===== config.mk =====
export PLATFORM = sky130hd
export DESIGN_NAME = gda_to_num
export DESIGN_NICKNAME = d
export VERILOG_FILES = /design/src/rtl/gda_pkg.sv /design/src/rtl/gda_to_num.sv
export SDC_FILE = /design/constraint.sdc
export NUM_CORES = 2
export LEC_CHECK = 0
export ABC_AREA = 0
export BUFFER_PORTS_ARGS = -buffer_cell sky130_fd_sc_hd__buf_4
export CAP_MARGIN = 20
export CORE_ASPECT_RATIO = 1.4
export CORE_MARGIN = 2
export CORE_UTILIZATION = 50
export CTS_BUF_LIST = sky130_fd_sc_hd__clkbuf_16
export CTS_CLUSTER_SIZE = 30
export DETAILED_ROUTE_END_ITERATION = 6
export PLACE_DENSITY = 0.67
export SYNTH_ARGS = -nofsm -noshare
export SYNTH_HDL_FRONTEND = slang
export SYNTH_SLANG_ARGS = --single-unit

===== constraint.sdc =====
create_clock -name clk -period 3.55 [get_ports clk]
set_input_delay 0.8875 -clock clk [delete_from_list [all_inputs] [get_ports clk]]
set_output_delay 0.8875 -clock clk [all_outputs]
set_load 0.1 [all_outputs]

===== src/rtl/gda_pkg.sv =====
// ----------------------------------------------------------------------------
// gda_pkg: shared types, constants and calendar functions
// Day numbers count from 0000-01-01; leap years follow the 4/100/400 rule.
// ----------------------------------------------------------------------------
package gda_pkg;

    localparam int YEAR_W  = 14;
    localparam int MONTH_W = 4;
    localparam int DAY_W   = 5;
    localparam int OFF_W   = 23;
    localparam int CNT_W   = 22;
    localparam int NUM_W   = 22;
    localparam int SUM_W   = OFF_W + 2;
    localparam int IN_W    = 2 * (YEAR_W + MONTH_W + DAY_W) + OFF_W;
    localparam int IN_BYTES_W = ((IN_W + 7) / 8) * 8;
    localparam int OUT_W   = YEAR_W + MONTH_W + DAY_W + CNT_W;
    localparam int OUT_BYTES_W = ((OUT_W + 7) / 8) * 8;

    localparam logic OP_ADD  = 1'b0;
    localparam logic OP_DIFF = 1'b1;

    localparam logic [YEAR_W-1:0] YEAR_MAX = 14'd9999;
    // days in years 0..9999
    localparam logic [NUM_W-1:0] DAYS_TOTAL = 22'd3652425;

    // x / 100 as (x * 5243) >> 19, exact for x below 43699
    localparam int          DIV_W     = 29;
    localparam int          DIV_SHIFT = 19;
    localparam logic [12:0] RECIP100  = 13'd5243;

    // year estimate n / 365.2425 as (n * 2939806) >> 30
    localparam int          EST_W      = 44;
    localparam int          YEAR_SHIFT = 30;
    localparam logic [21:0] YEAR_RECIP = 22'd2939806;

    typedef struct packed {
        logic [YEAR_W-1:0]  year;
        logic [MONTH_W-1:0] month;
        logic [DAY_W-1:0]   day;
    } date_t;

    function automatic logic [YEAR_W:0] div100(input logic [YEAR_W:0] x);
        logic [DIV_W-1:0] p;
        begin
            p = DIV_W'(x) * DIV_W'(RECIP100);
            div100 = (YEAR_W+1)'(p >> DIV_SHIFT);
        end
    endfunction

    function automatic logic is_leap(input logic [YEAR_W-1:0] y);
        logic [YEAR_W-1:0] q100;
        logic [6:0]        r100;
        begin
            q100 = YEAR_W'(div100({1'b0, y}));
            r100 = 7'(y - YEAR_W'(q100 * 100));
            is_leap = (y[1:0] == 2'd0 && r100 != 7'd0) ||
                      (r100 == 7'd0 && q100[1:0] == 2'd0);
        end
    endfunction

    function automatic logic [DAY_W-1:0] month_len(input logic [MONTH_W-1:0] m,
                                                  input logic leap);
        case (m)
            4'd1, 4'd3, 4'd5, 4'd7, 4'd8, 4'd10, 4'd12: month_len = 5'd31;
            4'd4, 4'd6, 4'd9, 4'd11:                   month_len = 5'd30;
            4'd2:    month_len = leap ? 5'd29 : 5'd28;
            default: month_len = 5'd0;
        endcase
    endfunction

    // days before month m of a common year
    function automatic logic [8:0] cum_days(input logic [MONTH_W-1:0] m);
        case (m)
            4'd1:    cum_days = 9'd0;
            4'd2:    cum_days = 9'd31;
            4'd3:    cum_days = 9'd59;
            4'd4:    cum_days = 9'd90;
            4'd5:    cum_days = 9'd120;
            4'd6:    cum_days = 9'd151;
            4'd7:    cum_days = 9'd181;
            4'd8:    cum_days = 9'd212;
            4'd9:    cum_days = 9'd243;
            4'd10:   cum_days = 9'd273;
            4'd11:   cum_days = 9'd304;
            4'd12:   cum_days = 9'd334;
            default: cum_days = 9'd0;
        endcase
    endfunction

    // days in years 0..y-1
    function automatic logic [NUM_W-1:0] days_before_year(input logic [YEAR_W-1:0] y);
        logic [YEAR_W:0] y1;
        begin
            y1 = {1'b0, y};
            days_before_year = NUM_W'(y1 * 365) + NUM_W'((y1 + 3) >> 2)
                             - NUM_W'(div100(y1 + 15'd99))
                             + NUM_W'(div100(y1 + 15'd399) >> 2);
        end
    endfunction

    function automatic logic date_valid(input date_t dt);
        date_valid = dt.year <= YEAR_MAX && dt.day != 5'd0 &&
                     dt.day <= month_len(dt.month, is_leap(dt.year));
    endfunction

endpackage


===== src/rtl/gda_to_num.sv =====
// ----------------------------------------------------------------------------
// gda_to_num: date to day number, two register stages
// Stage 1 checks the dates and forms year and month bases; stage 2 sums.
// ----------------------------------------------------------------------------
module gda_to_num (
    input  logic                 clk,
    input  logic                 rst_n,
    input  logic                 en,
    input  logic                 in_valid,
    input  logic                 in_op,
    input  gda_pkg::date_t       in_a,
    input  gda_pkg::date_t       in_b,
    input  logic [gda_pkg::OFF_W-1:0] in_offset,
    output logic                 out_valid,
    output logic                 out_op,
    output logic                 out_err,
    output logic [gda_pkg::NUM_W-1:0] out_na,
    output logic [gda_pkg::NUM_W-1:0] out_nb,
    output logic [gda_pkg::OFF_W-1:0] out_offset
);
    import gda_pkg::*;

    logic              v1_reg, op1_reg, err1_reg;
    logic [NUM_W-1:0]  ya_reg, yb_reg;
    logic [9:0]        da_reg, db_reg;
    logic [OFF_W-1:0]  off1_reg;
    logic              v2_reg, op2_reg, err2_reg;
    logic [NUM_W-1:0]  na_reg, nb_reg;
    logic [OFF_W-1:0]  off2_reg;
    logic              err1_next;

    function automatic logic [9:0] day_of_year(input date_t dt);
        day_of_year = 10'(cum_days(dt.month)) + 10'(dt.day) - 10'd1 +
                      ((is_leap(dt.year) && dt.month > 4'd2) ? 10'd1 : 10'd0);
    endfunction

    assign err1_next = !date_valid(in_a) || (in_op == OP_DIFF && !date_valid(in_b));

    always_ff @(posedge clk or negedge rst_n)
    begin
        if (!rst_n)
        begin
            v1_reg <= 1'b0;
            v2_reg <= 1'b0;
        end
        else if (en)
        begin
            v1_reg <= in_valid;
            v2_reg <= v1_reg;
        end
    end

    always_ff @(posedge clk)
    begin
        if (en)
        begin
            op1_reg  <= in_op;
            err1_reg <= err1_next;
            ya_reg   <= days_before_year(in_a.year);
            yb_reg   <= days_before_year(in_b.year);
            da_reg   <= day_of_year(in_a);
            db_reg   <= day_of_year(in_b);
            off1_reg <= in_offset;
            op2_reg  <= op1_reg;
            err2_reg <= err1_reg;
            na_reg   <= ya_reg + NUM_W'(da_reg);
            nb_reg   <= yb_reg + NUM_W'(db_reg);
            off2_reg <= off1_reg;
        end
    end

    assign out_valid  = v2_reg;
    assign out_op     = op2_reg;
    assign out_err    = err2_reg;
    assign out_na     = na_reg;
    assign out_nb     = nb_reg;
    assign out_offset = off2_reg;
endmodule


## Yosys cells after proc, flatten, opt, wreduce, memory -nomap -nowiden

Memory sizes are Yosys's and may differ from the RTL's.
Index checks and enable logic that the tools add are counted.
Widths: inputs -> output; s select.

| word-level totals | value |
|---|---|
| input port bits | 74 |
| memories kept | 2 |
| word-level logic and storage cells | 116 |
| register bits | 160 |
| output and inout port bits | 70 |
| bits in read-only memories | 288 |

Memory list:

| memory | words | width | rd ports | clocked after Yosys merged registers in | write ports | RTL line | source |
|---|---|---|---|---|---|---|---|
| (no name shown) | 16 | 9 | 1 | 0 | 0 | gda_pkg.sv:73 | `case (m)` |
| (no name shown) | 16 | 9 | 1 | 0 | 0 | gda_pkg.sv:73 |  |

| cells by class | value |
|---|---|
| equal/unequal tests | 24 |
| add/sub/neg operators | 22 |
| reduce and logical (&&, ||, !) cells | 30 |
| $lt $le $gt $ge | 6 |
| muxes and demuxes | 8 |
| multipliers | 10 |

Operator list:

| kind | count |
|---|---|
| $mul 15x13->28 const B | 4 |
| $mul 14x13->27 const B | 2 |
| $add 22x10->22 | 2 |
| $add 22x13->22 | 2 |
| $add 22x7->22 | 2 |
| $mul 14x9->22 const B | 2 |
| $sub 22x9->22 | 2 |
| $eq 4x4->1 const B | 10 |
| $eq 4x3->1 const B | 8 |
| $add 14x2->15 const B | 2 |
| $add 14x7->15 const B | 2 |
| $add 14x9->15 const B | 2 |
| $pmux 5 s3 | 2 |
| $le 14x14->1 const B | 2 |
| $add 10x1->10 | 2 |
| $add 9x5->10 | 2 |
| $sub 10x1->10 const B | 2 |
| $mux 9 | 2 |
| $eq 4x2->1 const B | 4 |
| $mul 8x5->5 const B | 2 |
| $logic_not 7->1 | 2 |
| $reduce_bool 7->1 | 2 |
| $reduce_or 7->1 | 2 |
| $sub 7x7->7 | 2 |
| 10 further kinds | 34 |

## Depth between registers and ports, before layout

| depth | value |
|---|---|
| depth after elaboration | 13 |
| depth in mapped cells | 49 |

## Least setup slack after synthesis

Ideal clock, no wire load.

| timing path | value |
|---|---|
| path kind | input -> register |
| start | input in_b[9] (netlist name) |
| end | register yb_reg[20], data pin |
| cell stages on the path | 46 |
| buffers on the path | 1 |
| arrival | 11.079 ns |
| slack | -7.787 ns |
| cells stage by stage | inv_1 ha_1 clkbuf_1 nor2b_1 nand2_1 nand2_1 a21o_1 nand2_1 xnor2_1 inv_1 xnor2_1 ha_1 o21bai_1 ha_1 inv_1 fa_1 inv_1 fa_1 (+10 left out) a211o_1 a21oi_1 xnor2_1 ha_1 inv_1 fa_1 fa_1 fa_1 fa_1 inv_1 ha_1 o21a_1 o41ai_1 o21ai_0 o221ai_1 o211ai_1 o211ai_1 xnor2_1 |

| on the way | value |
|---|---|
| word-level cells in the longest chain between the ends | 4 |

Ends and longest elaborated chain:

| element | RTL line | source |
|---|---|---|
| from (decl) | gda_to_num.sv:12 | `input gda_pkg::date_t in_b,` |
| $mul 14x9->22, or another cell as far along | gda_pkg.sv:95 | `days_before_year = NUM_W'(y1 * 365) + NUM_W'((y1 + 3) >> 2)` |
| $add 22x13->22 / $mul 15x13->28 (equally long branches) | gda_pkg.sv:95, gda_pkg.sv:45 |  |
| $sub 22x9->22 | gda_pkg.sv:96 | `- NUM_W'(div100(y1 + 15'd99))` |
| $add 22x7->22 * | gda_pkg.sv:97 | `+ NUM_W'(div100(y1 + 15'd399) >> 2);` |
| to (signal assigned) | gda_to_num.sv:60 | `yb_reg <= days_before_year(in_b.year);` |
| to (decl) | gda_to_num.sv:24 | `logic [NUM_W-1:0] ya_reg, yb_reg;` |

Every way passes the cells marked *; elsewhere a longest branch is shown, timed or not.
A chain may end at the register's enable or synchronous reset.

## Final worst setup path

| timing path | value |
|---|---|
| start | input in_b[10] (netlist name) |
| end | register yb_reg[20], data pin |

Same word-level chain as after synthesis.

==> impl_metrics.py <==
metrics = {
    "hold_path": {
        "hold_class": "input port to async pin",
    },
    "finish": {
        "area_growth_pct": 32.4,
        "mostFrequentLayoutCells": "987 x inv_1, 840 x buf_4, 732 x ha_1, 525 x fa_1, 158 x edfxtp_1",
        "drive_gt1_share_pct": 30.9,
        "fin_nets": 6054,
        "n_antenna_cell": 0,
        "final_common_cell": "inv_1",
    },
    "grt": {
        "grt_overflow": 0,
        "grt_pass1_vias": 31000,
        "track_usage_pct": 26.3,
        "grt_antenna_before_repair": 0,
        "grt_pass1_wl_um": 155000,
        "grt_max_degree": 70,
    },
    "sta": {
        "tightest_slew_ps": 690,
        "hold_viol": 0,
        "slew_viol_final": 0,
        "post-route-period-util_pct": 294,
        "finalCriticalPeriod_ps": 10450,
        "rsz0062_at_grt": "true",
        "slew_headroom_pct": 54.0,
        "fmax_ghz": 0.0957,
        "fin_tns_setup_ps": -354090,
        "skew_ps": 13.9,
        "setup_slack_ps": -6900,
        "setup_viol": 65,
    },
    "yosys": {
        "synth.avg_cell_area_um2": 10.1,
        "synth_seq_area_share_pct": 13.0,
        "ys.flop_type": "edfxtp_1",
        "ys_async_sr_fraction_pct": 1.25,
        "syn_nets": 5121,
        "synth_edf_count": 158,
        "yosys.area.top_type": "fa_1",
        "netlist_top_cells_area": "fa_1 30%, ha_1 28%, edfxtp_1 13%",
        "syn-instance-count": 3666,
        "synth_cell_types": 70,
        "ys_ff_latch": 160,
        "ys_warn_count": 0,
        "syn_area_um2": 36900,
        "synth_top_area_share_pct": 30.0,
    },
    "outcome": {
        "outcome": "complete, but fails checks",
        "failed_checks": "negative setup slack",
    },
    "placement": {
        "place_congestion": 0.963,
        "dp_hpwl_um": 85000,
        "port_buffers": 143,
    },
    "clock_tree": {
        "clkSinkCount": 160,
        "cts-buffers-inserted": 17,
        "cts_tree": "yes",
        "root_buffer": "clkbuf_16",
        "htree_levels": 4,
        "cts_buffer_depth": 2,
        "clkTransAtPathRegs_ps": 80,
        "clk_latency_ps": 470,
    },
    "drt": {
        "routed_wl_um": 98000,
        "wl_per_cell_um": 17.6,
        "drt-initial-drc-count": 1013,
        "vias": 28000,
        "ant_nets": 0,
        "vias_per_cell": 5.02,
        "drc": 0,
        "drt-pass1-iter-count": 5,
    },
    "floorplanning": {
        "die_w_um": 233,
        "coreArea_um2": 72900,
        "dieArea_um2": 76000,
        "num_rows": 117,
        "ios": 144,
        "die_h_um": 325,
        "initial_core_util_pct": 50.6,
    },
    "critical_path": {
        "cp.required_ps": 3760,
        "cp-end-kind": "flip-flop",
        "slowest_stage": "fa_1",
        "crit_arrival_ps": 10660,
        "cp_max_fo": 4,
        "cp_common_cell": "fa_1",
        "cp-start-kind": "input port",
        "cpPeakStageDelay_ps": 610,
        "path_class": "input port to flip-flop",
    },
    "flow_run": {
        "maxCapViolations": 0,
    },
}
## worst max-delay path: cells and delay by family
family                     cells  cell delay [ps]
adders and majority gates     13             5160
and+or+nand+nor                3              530
AOI/OAI and AO/OA             15             2560
buffers and inverters          9              850
xor gates and xnor gates       3              660
## cell type report
type,count,area [um^2]
Fill cell,5627,24100
Multi-Input combinational cell,2399,30600
Tap cell,952,1190
Timing Repair Buffer,925,7460
Clock buffer,17,425
Inverter,1096,4150
Clock inverter,15,201
Sequential cell,160,4790
## cells in the mapped netlist, drive strengths merged, types with 9 or more instances
| library cell | count |
|---|---|
| nand2b | 19 |
| a31oi | 9 |
| inv | 1095 |
| nand3 | 38 |
| edfxtp | 158 |
| o21a | 25 |
| o21bai | 17 |
| xor2 | 40 |
| xnor2 | 194 |
| or3 | 15 |
| nand4 | 17 |
| clkbuf | 10 |
| ha | 829 |
| nand2 | 104 |
| nor2b | 34 |
| and3 | 15 |
| a21boi | 12 |
| fa | 552 |
| a211oi | 14 |
| a21o | 46 |
| o21ai | 80 |
| nor3 | 29 |
| a21oi | 106 |
| nor2 | 102 |
## routing by layer
metal,GRT usage (%),wire length (um),up-vias
li1,-,-,13400
met1,26.8,34700,13900
met2,52.4,55800,464
met3,1.98,2120,217
met4,13.0,5410,0
met5,0,0,-
## worst paths after layout
kind	from	to	slack [ps]	depth (start not counted)
max in group asynchronous	rst_n	out_valid	3280	1
worst min register to register	off1_reg[0]	out_offset[0]	420	0
min in group clk	off1_reg[0]	out_offset[0]	420	0
worst min-delay path	rst_n	v1_reg	190	1
worst max register to register	da_reg[0]	out_na[16]	480	13
worst max-delay path	in_b[10]	yb_reg[20]	-6900	43
## through the flow
step           hold WS (ps)  instance area [um^2]  utilization [%]  worst slack [ps]  instances
6_report                188                 48800             67.0             -6900       5564
4_1_cts                 172                 47600             65.4             -6740       5522
3_3_place_gp            400                 45400             62.3             -7600       5443
3_5_place_dp            406                 45400             62.3             -7710       5443
5_1_grt                 175                 48800             67.0             -7250       5564
2_1_floorplan           400                 37900                -             -6840       3666
## kinds of logic after synthesis
family                   count (synthesis)  synth area share, %
AND/OR/NAND/NOR                        403                 5.29
adder cells (fa/ha/maj)               1381                 58.1
XOR/XNOR                               234                 5.56
AO/OA/AOI/OAI                          371                 6.48
flip-flops                             160                 13.0
buffers and inverters                 1107                 11.3
multiplexers                            10                0.282
## timing repair
action | CTS | global route
endpoints found under the setup margin | 65 | 65
resized for setup | 275 | 195
pin swaps | 173 | 168
hold buffers | 0 | 0
setup buffers | 56 | 56
Power is left out: the tool's default activity adds up to more than one toggle a clock period on the data nets, which glitch-free logic cannot reach.
