$ cat src/rtl/gda_pkg.sv
// ----------------------------------------------------------------------------
// gda_pkg: shared types, constants and calendar functions
// Day numbers count from 0000-01-01; leap years follow the 4/100/400 rule.
// ----------------------------------------------------------------------------
package gda_pkg;

    localparam int YEAR_W  = 14;
    localparam int MONTH_W = 4;
    localparam int DAY_W   = 5;
    localparam int OFF_W   = 23;
    localparam int CNT_W   = 22;
    localparam int NUM_W   = 22;
    localparam int SUM_W   = OFF_W + 2;
    localparam int IN_W    = 2 * (YEAR_W + MONTH_W + DAY_W) + OFF_W;
    localparam int IN_BYTES_W = ((IN_W + 7) / 8) * 8;
    localparam int OUT_W   = YEAR_W + MONTH_W + DAY_W + CNT_W;
    localparam int OUT_BYTES_W = ((OUT_W + 7) / 8) * 8;

    localparam logic OP_ADD  = 1'b0;
    localparam logic OP_DIFF = 1'b1;

    localparam logic [YEAR_W-1:0] YEAR_MAX = 14'd9999;
    // days in years 0..9999
    localparam logic [NUM_W-1:0] DAYS_TOTAL = 22'd3652425;

    // x / 100 as (x * 5243) >> 19, exact for x below 43699
    localparam int          DIV_W     = 29;
    localparam int          DIV_SHIFT = 19;
    localparam logic [12:0] RECIP100  = 13'd5243;

    // year estimate n / 365.2425 as (n * 2939806) >> 30
    localparam int          EST_W      = 44;
    localparam int          YEAR_SHIFT = 30;
    localparam logic [21:0] YEAR_RECIP = 22'd2939806;

    typedef struct packed {
        logic [YEAR_W-1:0]  year;
        logic [MONTH_W-1:0] month;
        logic [DAY_W-1:0]   day;
    } date_t;

    function automatic logic [YEAR_W:0] div100(input logic [YEAR_W:0] x);
        logic [DIV_W-1:0] p;
        begin
            p = DIV_W'(x) * DIV_W'(RECIP100);
            div100 = (YEAR_W+1)'(p >> DIV_SHIFT);
        end
    endfunction

    function automatic logic is_leap(input logic [YEAR_W-1:0] y);
        logic [YEAR_W-1:0] q100;
        logic [6:0]        r100;
        begin
            q100 = YEAR_W'(div100({1'b0, y}));
            r100 = 7'(y - YEAR_W'(q100 * 100));
            is_leap = (y[1:0] == 2'd0 && r100 != 7'd0) ||
                      (r100 == 7'd0 && q100[1:0] == 2'd0);
        end
    endfunction

    function automatic logic [DAY_W-1:0] month_len(input logic [MONTH_W-1:0] m,
                                                  input logic leap);
        case (m)
            4'd1, 4'd3, 4'd5, 4'd7, 4'd8, 4'd10, 4'd12: month_len = 5'd31;
            4'd4, 4'd6, 4'd9, 4'd11:                   month_len = 5'd30;
            4'd2:    month_len = leap ? 5'd29 : 5'd28;
            default: month_len = 5'd0;
        endcase
    endfunction

    // days before month m of a common year
    function automatic logic [8:0] cum_days(input logic [MONTH_W-1:0] m);
        case (m)
            4'd1:    cum_days = 9'd0;
            4'd2:    cum_days = 9'd31;
            4'd3:    cum_days = 9'd59;
            4'd4:    cum_days = 9'd90;
            4'd5:    cum_days = 9'd120;
            4'd6:    cum_days = 9'd151;
            4'd7:    cum_days = 9'd181;
            4'd8:    cum_days = 9'd212;
            4'd9:    cum_days = 9'd243;
            4'd10:   cum_days = 9'd273;
            4'd11:   cum_days = 9'd304;
            4'd12:   cum_days = 9'd334;
            default: cum_days = 9'd0;
        endcase
    endfunction

    // days in years 0..y-1
    function automatic logic [NUM_W-1:0] days_before_year(input logic [YEAR_W-1:0] y);
        logic [YEAR_W:0] y1;
        begin
            y1 = {1'b0, y};
            days_before_year = NUM_W'(y1 * 365) + NUM_W'((y1 + 3) >> 2)
                             - NUM_W'(div100(y1 + 15'd99))
                             + NUM_W'(div100(y1 + 15'd399) >> 2);
        end
    endfunction

    function automatic logic date_valid(input date_t dt);
        date_valid = dt.year <= YEAR_MAX && dt.day != 5'd0 &&
                     dt.day <= month_len(dt.month, is_leap(dt.year));
    endfunction

endpackage

$ cat src/rtl/gda_to_date.sv
// ----------------------------------------------------------------------------
// gda_to_date: offset add and day number to date, four register stages
// Stage 1 adds and takes the day difference, stage 2 estimates the year,
// stage 3 fixes it, stage 4 splits the day of year into month and day.
// ----------------------------------------------------------------------------
module gda_to_date (
    input  logic                 clk,
    input  logic                 rst_n,
    input  logic                 en,
    input  logic                 in_valid,
    input  logic                 in_op,
    input  logic                 in_err,
    input  logic [gda_pkg::NUM_W-1:0] in_na,
    input  logic [gda_pkg::NUM_W-1:0] in_nb,
    input  logic [gda_pkg::OFF_W-1:0] in_offset,
    output logic                 out_valid,
    output gda_pkg::date_t       out_date,
    output logic [gda_pkg::CNT_W-1:0] out_count,
    output logic                 out_err
);
    import gda_pkg::*;

    logic             v_reg [4];
    logic             op_reg [4];
    logic             err_reg [4];
    logic [NUM_W-1:0] n1_reg, n2_reg;
    logic [CNT_W-1:0] cnt1_reg, cnt2_reg, cnt3_reg, cnt4_reg;
    logic [YEAR_W-1:0] y2_reg, y3_reg;
    logic [8:0]       r3_reg;
    date_t            d4_reg;

    logic signed [SUM_W-1:0] sum;
    logic             range_err;
    logic [YEAR_W-1:0] y_est;
    logic [NUM_W-1:0] base0, base1;
    logic [YEAR_W-1:0] y_fix;
    logic [NUM_W-1:0] rem_full;
    logic             leap3;
    logic [MONTH_W-1:0] m_sel;
    logic [8:0]       adj_cum;

    assign sum = SUM_W'(signed'({1'b0, in_na})) + SUM_W'(signed'(in_offset));
    assign range_err = sum < 0 || sum >= SUM_W'(signed'({1'b0, DAYS_TOTAL}));

    // year estimate by n/365.2425, within one year of the true year
    assign y_est = YEAR_W'((EST_W'(n1_reg) * EST_W'(YEAR_RECIP)) >> YEAR_SHIFT);

    always_comb
    begin
        base0 = days_before_year(y2_reg);
        base1 = days_before_year(y2_reg + 14'd1);
        if (base0 > n2_reg)
        begin
            y_fix    = y2_reg - 14'd1;
            rem_full = n2_reg - days_before_year(y2_reg - 14'd1);
        end
        else if (y2_reg < YEAR_MAX && base1 <= n2_reg)
        begin
            y_fix    = y2_reg + 14'd1;
            rem_full = n2_reg - base1;
        end
        else
        begin
            y_fix    = y2_reg;
            rem_full = n2_reg - base0;
        end
    end

    always_comb
    begin
        leap3 = is_leap(y3_reg);
        m_sel = 4'd1;
        for (int k = 2; k <= 12; k++)
        begin
            if (r3_reg >= cum_days(MONTH_W'(k)) +
                ((leap3 && k > 2) ? 9'd1 : 9'd0))
                m_sel = MONTH_W'(k);
        end
        adj_cum = cum_days(m_sel) + ((leap3 && m_sel > 4'd2) ? 9'd1 : 9'd0);
    end

    always_ff @(posedge clk or negedge rst_n)
    begin
        if (!rst_n)
        begin
            for (int i = 0; i < 4; i++)
                v_reg[i] <= 1'b0;
        end
        else if (en)
        begin
            v_reg[0] <= in_valid;
            for (int i = 1; i < 4; i++)
                v_reg[i] <= v_reg[i-1];
        end
    end

    always_ff @(posedge clk)
    begin
        if (en)
        begin
            op_reg[0]  <= in_op;
            err_reg[0] <= in_err || (in_op == OP_ADD && range_err);
            n1_reg     <= NUM_W'(sum);
            cnt1_reg   <= (in_na > in_nb) ? in_na - in_nb : in_nb - in_na;
            for (int i = 1; i < 4; i++)
            begin
                op_reg[i]  <= op_reg[i-1];
                err_reg[i] <= err_reg[i-1];
            end
            n2_reg   <= n1_reg;
            y2_reg   <= (y_est > YEAR_MAX) ? YEAR_MAX : y_est;
            cnt2_reg <= cnt1_reg;
            y3_reg   <= y_fix;
            r3_reg   <= 9'(rem_full);
            cnt3_reg <= cnt2_reg;
            d4_reg.year  <= y3_reg;
            d4_reg.month <= m_sel;
            d4_reg.day   <= DAY_W'(r3_reg - adj_cum + 9'd1);
            cnt4_reg <= cnt3_reg;
        end
    end

    assign out_valid = v_reg[3];
    assign out_err   = err_reg[3];
    assign out_date  = (err_reg[3] || op_reg[3] == OP_DIFF) ? '0 : d4_reg;
    assign out_count = (err_reg[3] || op_reg[3] == OP_ADD) ? '0 : cnt4_reg;
endmodule

$ cat config.mk
export PLATFORM = sky130hd
export DESIGN_NAME = gda_to_date
export DESIGN_NICKNAME = d
export VERILOG_FILES = /design/src/rtl/gda_pkg.sv /design/src/rtl/gda_to_date.sv
export SDC_FILE = /design/constraint.sdc
export NUM_CORES = 2
export LEC_CHECK = 0
export ABC_CLOCK_PERIOD_IN_PS = 49600
export BUFFER_PORTS_ARGS = -buffer_cell sky130_fd_sc_hd__buf_2
export CORE_ASPECT_RATIO = 0.8
export CORE_UTILIZATION = 41
export DETAILED_ROUTE_END_ITERATION = 16
export SYNTH_ARGS = -nofsm -noshare
export SYNTH_HDL_FRONTEND = slang
export SYNTH_SLANG_ARGS = --single-unit
$ cat constraint.sdc
create_clock -name clk -period 49.6 [get_ports clk]
set_clock_uncertainty 0.1 [all_clocks]
set_input_delay 4.96 -clock clk [delete_from_list [all_inputs] [get_ports clk]]
set_output_delay 4.96 -clock clk [all_outputs]
set_load 0.01 [all_outputs]
Yosys cells after proc, flatten, opt, wreduce, memory -nomap -nowiden

Memory sizes are Yosys's and may differ from the RTL's.
Cells that the tools add are included.

Add/subtract/negate cells: 40
$mul: 12
$lt $le $gt $ge: 19
Muxes and demuxes: 22
Bitwise gates (word level): 2
Reductions and logical operators: 14

Operators with widths:

| kind                     | count |
|---|---|
| $mul A15 B13 Y28 const B | 6 |
| $ge A9 B9 Y1             | 10 |
| $add A14 B7 Y15 const B  | 3 |
| $add A14 B9 Y15 const B  | 3 |
| $add A22 B13 Y22         | 2 |
| $add A22 B7 Y22          | 2 |
| $gt A22 B22 Y1           | 2 |
| $mul A14 B9 Y22 const B  | 2 |
| $mux W22                 | 2 |
| $sub A22 B22 Y22         | 2 |
| $sub A22 B9 Y22          | 2 |
| $mul A22 B21 Y43 const B | 1 |
| $add A8 B9 Y9 const A    | 4 |
| $sub A9 B9 Y9            | 4 |
| $add A14 B2 Y15 const B  | 2 |
| $mux W14                 | 2 |
| $mul A14 B13 Y27 const B | 1 |
| $add A23 B23 Y24         | 1 |
| $ge A24 B23 Y1 const B   | 1 |
| $lt A24 B1 Y1 const B    | 1 |
| $mux W23                 | 1 |
| $le A22 B22 Y1           | 1 |
| $mux W4                  | 5 |
| $add A7 B9 Y9 const A    | 2 |
| 28 further kinds         | 47 |

Register bits after elaboration: 196
Bits in writable memories: 8
ROM bits: 144
Bits of input ports: 73
Output and inout bits: 47
Word-level logic and storage cells: 128
Memories: 3

Memories:

| memory           | words | bits a word | read ports | clocked after memory_dff | wr ports | RTL line          | source |
|---|---|---|---|---|---|---|---|
| (name not given) | 16    | 9           | 1          | 0                        | 0        | gda_pkg.sv:73     | `case (m)` |
| err_reg          | 4     | 1           | 4          | 0                        | 4        | gda_to_date.sv:25 | `logic err_reg [4];` |
| op_reg           | 4     | 1           | 4          | 0                        | 4        | gda_to_date.sv:24 | `logic op_reg [4];` |

Longest topological paths before layout

Depth in word-level cells: 25
Depth in mapped cells: 73
Depth with buffers taken out: 70

Worst setup path after synthesis

No wires, ideal clock.

Path type: register to register
From: reg y2_reg[0]
To: reg r3_reg[8] (data pin)
Setup time: 0.261 ns
Arrival time: 16.351 ns
Data required time: 49.239 ns
Path slack: 32.888 ns
Stages on the path, launching flop included: 68
Buffers on the path: 2
Period minus slack after synthesis: 16.712 ns
Cells stage by stage: edfxtp_1 -> inv_1 -> ha_1 -> inv_1 -> ha_1 -> inv_1 -> o21ai_0 -> a21oi_1 -> nand2b_1 -> o21ai_0 -> nand2_1 -> xnor2_1 -> ha_1 -> fa_1 -> inv_1 -> fa_1 -> inv_1 -> fa_1 -> (+32 left out) -> o21ai_1 -> a221o_1 -> buf_6 -> clkbuf_1 -> nand2_1 -> o21ai_0 -> ha_1 -> fa_1 -> nor2b_1 -> o21ai_0 -> a21boi_0 -> o21ai_0 -> nand2b_1 -> a21o_1 -> a21oi_1 -> xnor2_1 -> xnor2_1 -> mux2i_1

Word-level cells in the longest chain between the ends: 9
Elaborated cells on any way between the ends: 38
Classes of those cells: add/sub: 23; mul: 9; order compare: 3; mux: 2; reduce/logical: 1

Ends and longest elaborated chain:

| element                                              | RTL line                     | source |
|---|---|---|
| from (decl)                                          | gda_to_date.sv:28            | `logic [YEAR_W-1:0] y2_reg, y3_reg;` |
| from (signal assigned)                               | gda_to_date.sv:111           | `y2_reg <= (y_est > YEAR_MAX) ? YEAR_MAX : y_est;` |
| $add A14 B1 Y14                                      | gda_to_date.sv:51            | `base1 = days_before_year(y2_reg + 14'd1);` |
| $mul A14 B9 Y22, or another cell as far along        | gda_pkg.sv:95                | `days_before_year = NUM_W'(y1 * 365) + NUM_W'((y1 + 3) >> 2)` |
| $add A22 B13 Y22 or $mul A15 B13 Y28 (tied branches) | gda_pkg.sv:95, gda_pkg.sv:45 |  |
| $sub A22 B9 Y22                                      | gda_pkg.sv:96                | `- NUM_W'(div100(y1 + 15'd99))` |
| $add A22 B7 Y22                                      | gda_pkg.sv:97                | `+ NUM_W'(div100(y1 + 15'd399) >> 2);` |
| $le A22 B22 Y1                                       | gda_to_date.sv:57            | `else if (y2_reg < YEAR_MAX && base1 <= n2_reg)` |
| $logic_and A1 B1 Y1                                  | gda_to_date.sv:57            |  |
| $mux W9                                              | gda_to_date.sv:57            |  |
| $mux W9 (*)                                          | gda_to_date.sv:52            | `if (base0 > n2_reg)` |
| named net rem_full[8]                                | gda_to_date.sv:37            | `logic [NUM_W-1:0] rem_full;` |
| to (signal assigned)                                 | gda_to_date.sv:114           | `r3_reg <= 9'(rem_full);` |
| to (decl)                                            | gda_to_date.sv:29            | `logic [8:0] r3_reg;` |

The timed path passes the listed nets; every way through them passes the cells marked *.
A chain may end at the register's enable or synchronous reset.

Final worst setup path

From: reg y2_reg[5]
To: reg r3_reg[8] (data pin)

The elaborated chain is that of the path after synthesis.

==> qor.txt <==
Remaining antenna violation count - 0
Post-Route WL - 137,300 um
Synth Net Count - 7,842
Syn_area_per_cell - 10.02 sq um
Flops & latches, synth - 204
Gate Count Post-Synth - 5,628
Clk sinks - 204
Post_cts resized - 0
Via count - 37,740
Worst slew pin tran - 1226 ps
WL/cell - 18.13 um
Register-to-Register Path Depth - 67
Global Route Usage Sum - 20.35%
Number of port buffers - 119
Met2 usage - 30.61%
Number of synthesized flops with an enable pin - 200
Half-perimeter wire length after detailed placement - 120,500 um
Die Ht - 333.6 um
Mapped Area - 56,370 sq um
Fmax - 53.80 MHz
Fin crit share - 37.47%
Final Hold Violating Endpoints - 0
Latest clock arrival within the worst-skew pair - 590 ps
Crit path required time - 49,810 ps
CP Capture Type - register
Worst path depth - 67
# DRC - 0
Yosys cell types - 85
Top cell type's share of synthesized area - 31.04%
Routability cong. - 0.9452
Die area - 139,000 sq um
Worst setup SP type - register
Met3 usage - 4.698%
GRT met1 Usage - 30.30%
Die extent in x - 416.6 um
Fin util - 44.15%
CP top delay family - adder cells
Starting Density - 41.37%
Endpoints failing setup - 0
Io pins - 120
Hold Path Class - register to register
Setup TNS - 0 ps
CTS tree - yes
Worst path slowest cell - xnor2_1
Number of global-route vias before repair - 39,590
Worst slew margin - 17.66%
Top FF cell, synth - edfxtp_1
Clk slew on worst S/H paths - 70 ps
DP Area - 59,340 sq um
Hold_buf cts - 0
Area of the core - 136,300 sq um
Max cap viols - 0
Leading area contributor after synthesis - fa_1
Min Hold Slack - 314.6 ps
Drt initial violations - 2,372
Yosys warns - 0
Min cycle time layout - 18,590 ps
Number of placement rows - 121
Worst hold stages - 0
Async set-or-reset flop fraction in the synthesized netlist - 1.961%
Num CTS Buffers - 25
Worst Path Arrival - 18,800 ps
Outcome - finished clean
Worst Path Max Fanout - 26
List of most frequent post-synthesis cells - inv_1 (1,589), ha_1 (1,267), fa_1 (874)
Area contributors post-synth - fa_1 (31%), ha_1 (28%), edfxtp_1 (11%), inv_1 (11%), xnor2_1 (3.9%)
Critical path buffer and inverter count - 9
Slew Limit Fails - 0
Kind of critical path - register to register
CTS max path bufs - 3
Total grt overflow - 0
Most Crowded Layer GR - met2
Sequential area share after synthesis - 10.83%
Synthesis-to-finish area growth - 6.726%
Most common cell in the netlist - inv_1
H-tree depth - 1
Via density per instance - 4.985
Largest net degree at the start of global routing - 78
Final Cell Area - 60,160 sq um
Final net count - 7,982
Ratio of cells with drive above 1 in the final layout - 4.339%
Pre-antenna DRT Iters - 5
Max reg flops - 23
Clock Tree Root - clkbuf_16
Global-route wire length before repair - 221,000 um
RSZ-0062 raised after global routing - no
Delay of the slowest cell on the worst path - 890 ps
CP most frequent cell - ha_1
Total setup buffers inserted after CTS - 0
Initial antenna violation count - 4
placed cells by master (no fill, tap or decap), drive strengths merged, types with 23 or more instances in the layout:
master  netlist  routed
nand2b       30      30
nand3        60      60
nand2       138     138
o21a         33      33
and2         61      61
nor2        119     119
xnor2       252     252
clkbuf       39      28
nand4        41      41
fa          874     874
a21oi       174     174
mux2i        25      25
inv        1592    1594
nor3         47      47
buf          13     165
and3         23      23
xor2         69      69
a21o        101     101
ha         1267    1267
nor2b        48      48
edfxtp      200     200
o21bai       26      26
o21ai       131     131
or3          24      24
through the flow:
step | worst slack [ps] | std cells
after floorplan | 32890 | 5628
after global placement | 31660 | 7524
after detailed placement | 31240 | 7524
after CTS | 31080 | 7568
after global routing | 29460 | 7568
final | 31010 | 7569
worst paths after layout:
path	startpoint	slack, ps	endpoint
max	y2_reg[5]$_SDFFCE_PN0P_	31010	r3_reg[8]$_DFFE_PP_
min	cnt2_reg[5]$_DFFE_PP_	310	cnt3_reg[5]$_DFFE_PP_
max reg2reg	y2_reg[5]$_SDFFCE_PN0P_	31010	r3_reg[8]$_DFFE_PP_
min reg2reg	cnt2_reg[5]$_DFFE_PP_	310	cnt3_reg[5]$_DFFE_PP_
max in group asynchronous	rst_n	45220	v_reg[1]$_DFFE_PN0P_
min in group asynchronous	rst_n	4060	v_reg[3]$_DFFE_PN0P_
worst register-to-register path, delay by kind of cell (launching register included):
family	cells	cell delay, ps
adders and majority gates	17	6770
AOI/OAI and AO/OA	24	5080
xor gates and xnor gates	6	2300
and+or+nand+nor	10	2100
buffers and inverters	9	1210
DFF	1	670
muxes	1	90
area by class of cell:
cell class,instances,area (sq um)
Antenna cell,1,2.502
Sequential cell,204,6106
Multi-Input combinational cell,3780,44070
Fill cell,13180,76100
Clock buffer,28,636.9
Inverter,1592,5976
Tap cell,1783,2231
Clock inverter,16,182.7
Timing Repair Buffer,165,950.9
layer usage:
layer | part of all wire (%) | vias up
li1 | - | 18220
met3 | 7.8 | 88
met1 | 49 | 18460
met5 | 0 | -
met2 | 42 | 971
met4 | 1.3 | 0
logic make-up (layout without fill, tap and decap cells):
logic type	after synthesis	after routing	share of synthesized area, %
buffers and inverters	1644	1801	11.00
DFF	204	204	10.83
and+or+nand+nor	642	642	5.880
AOI/OAI and AO/OA	646	646	7.596
muxes	30	30	0.5438
other	0	1	0
adders and majority gates	2141	2141	59.16
xor gates and xnor gates	321	321	4.988
Power is left out: the tool's default activity adds up to more than one toggle a clock period on the data nets, which glitch-free logic cannot reach.
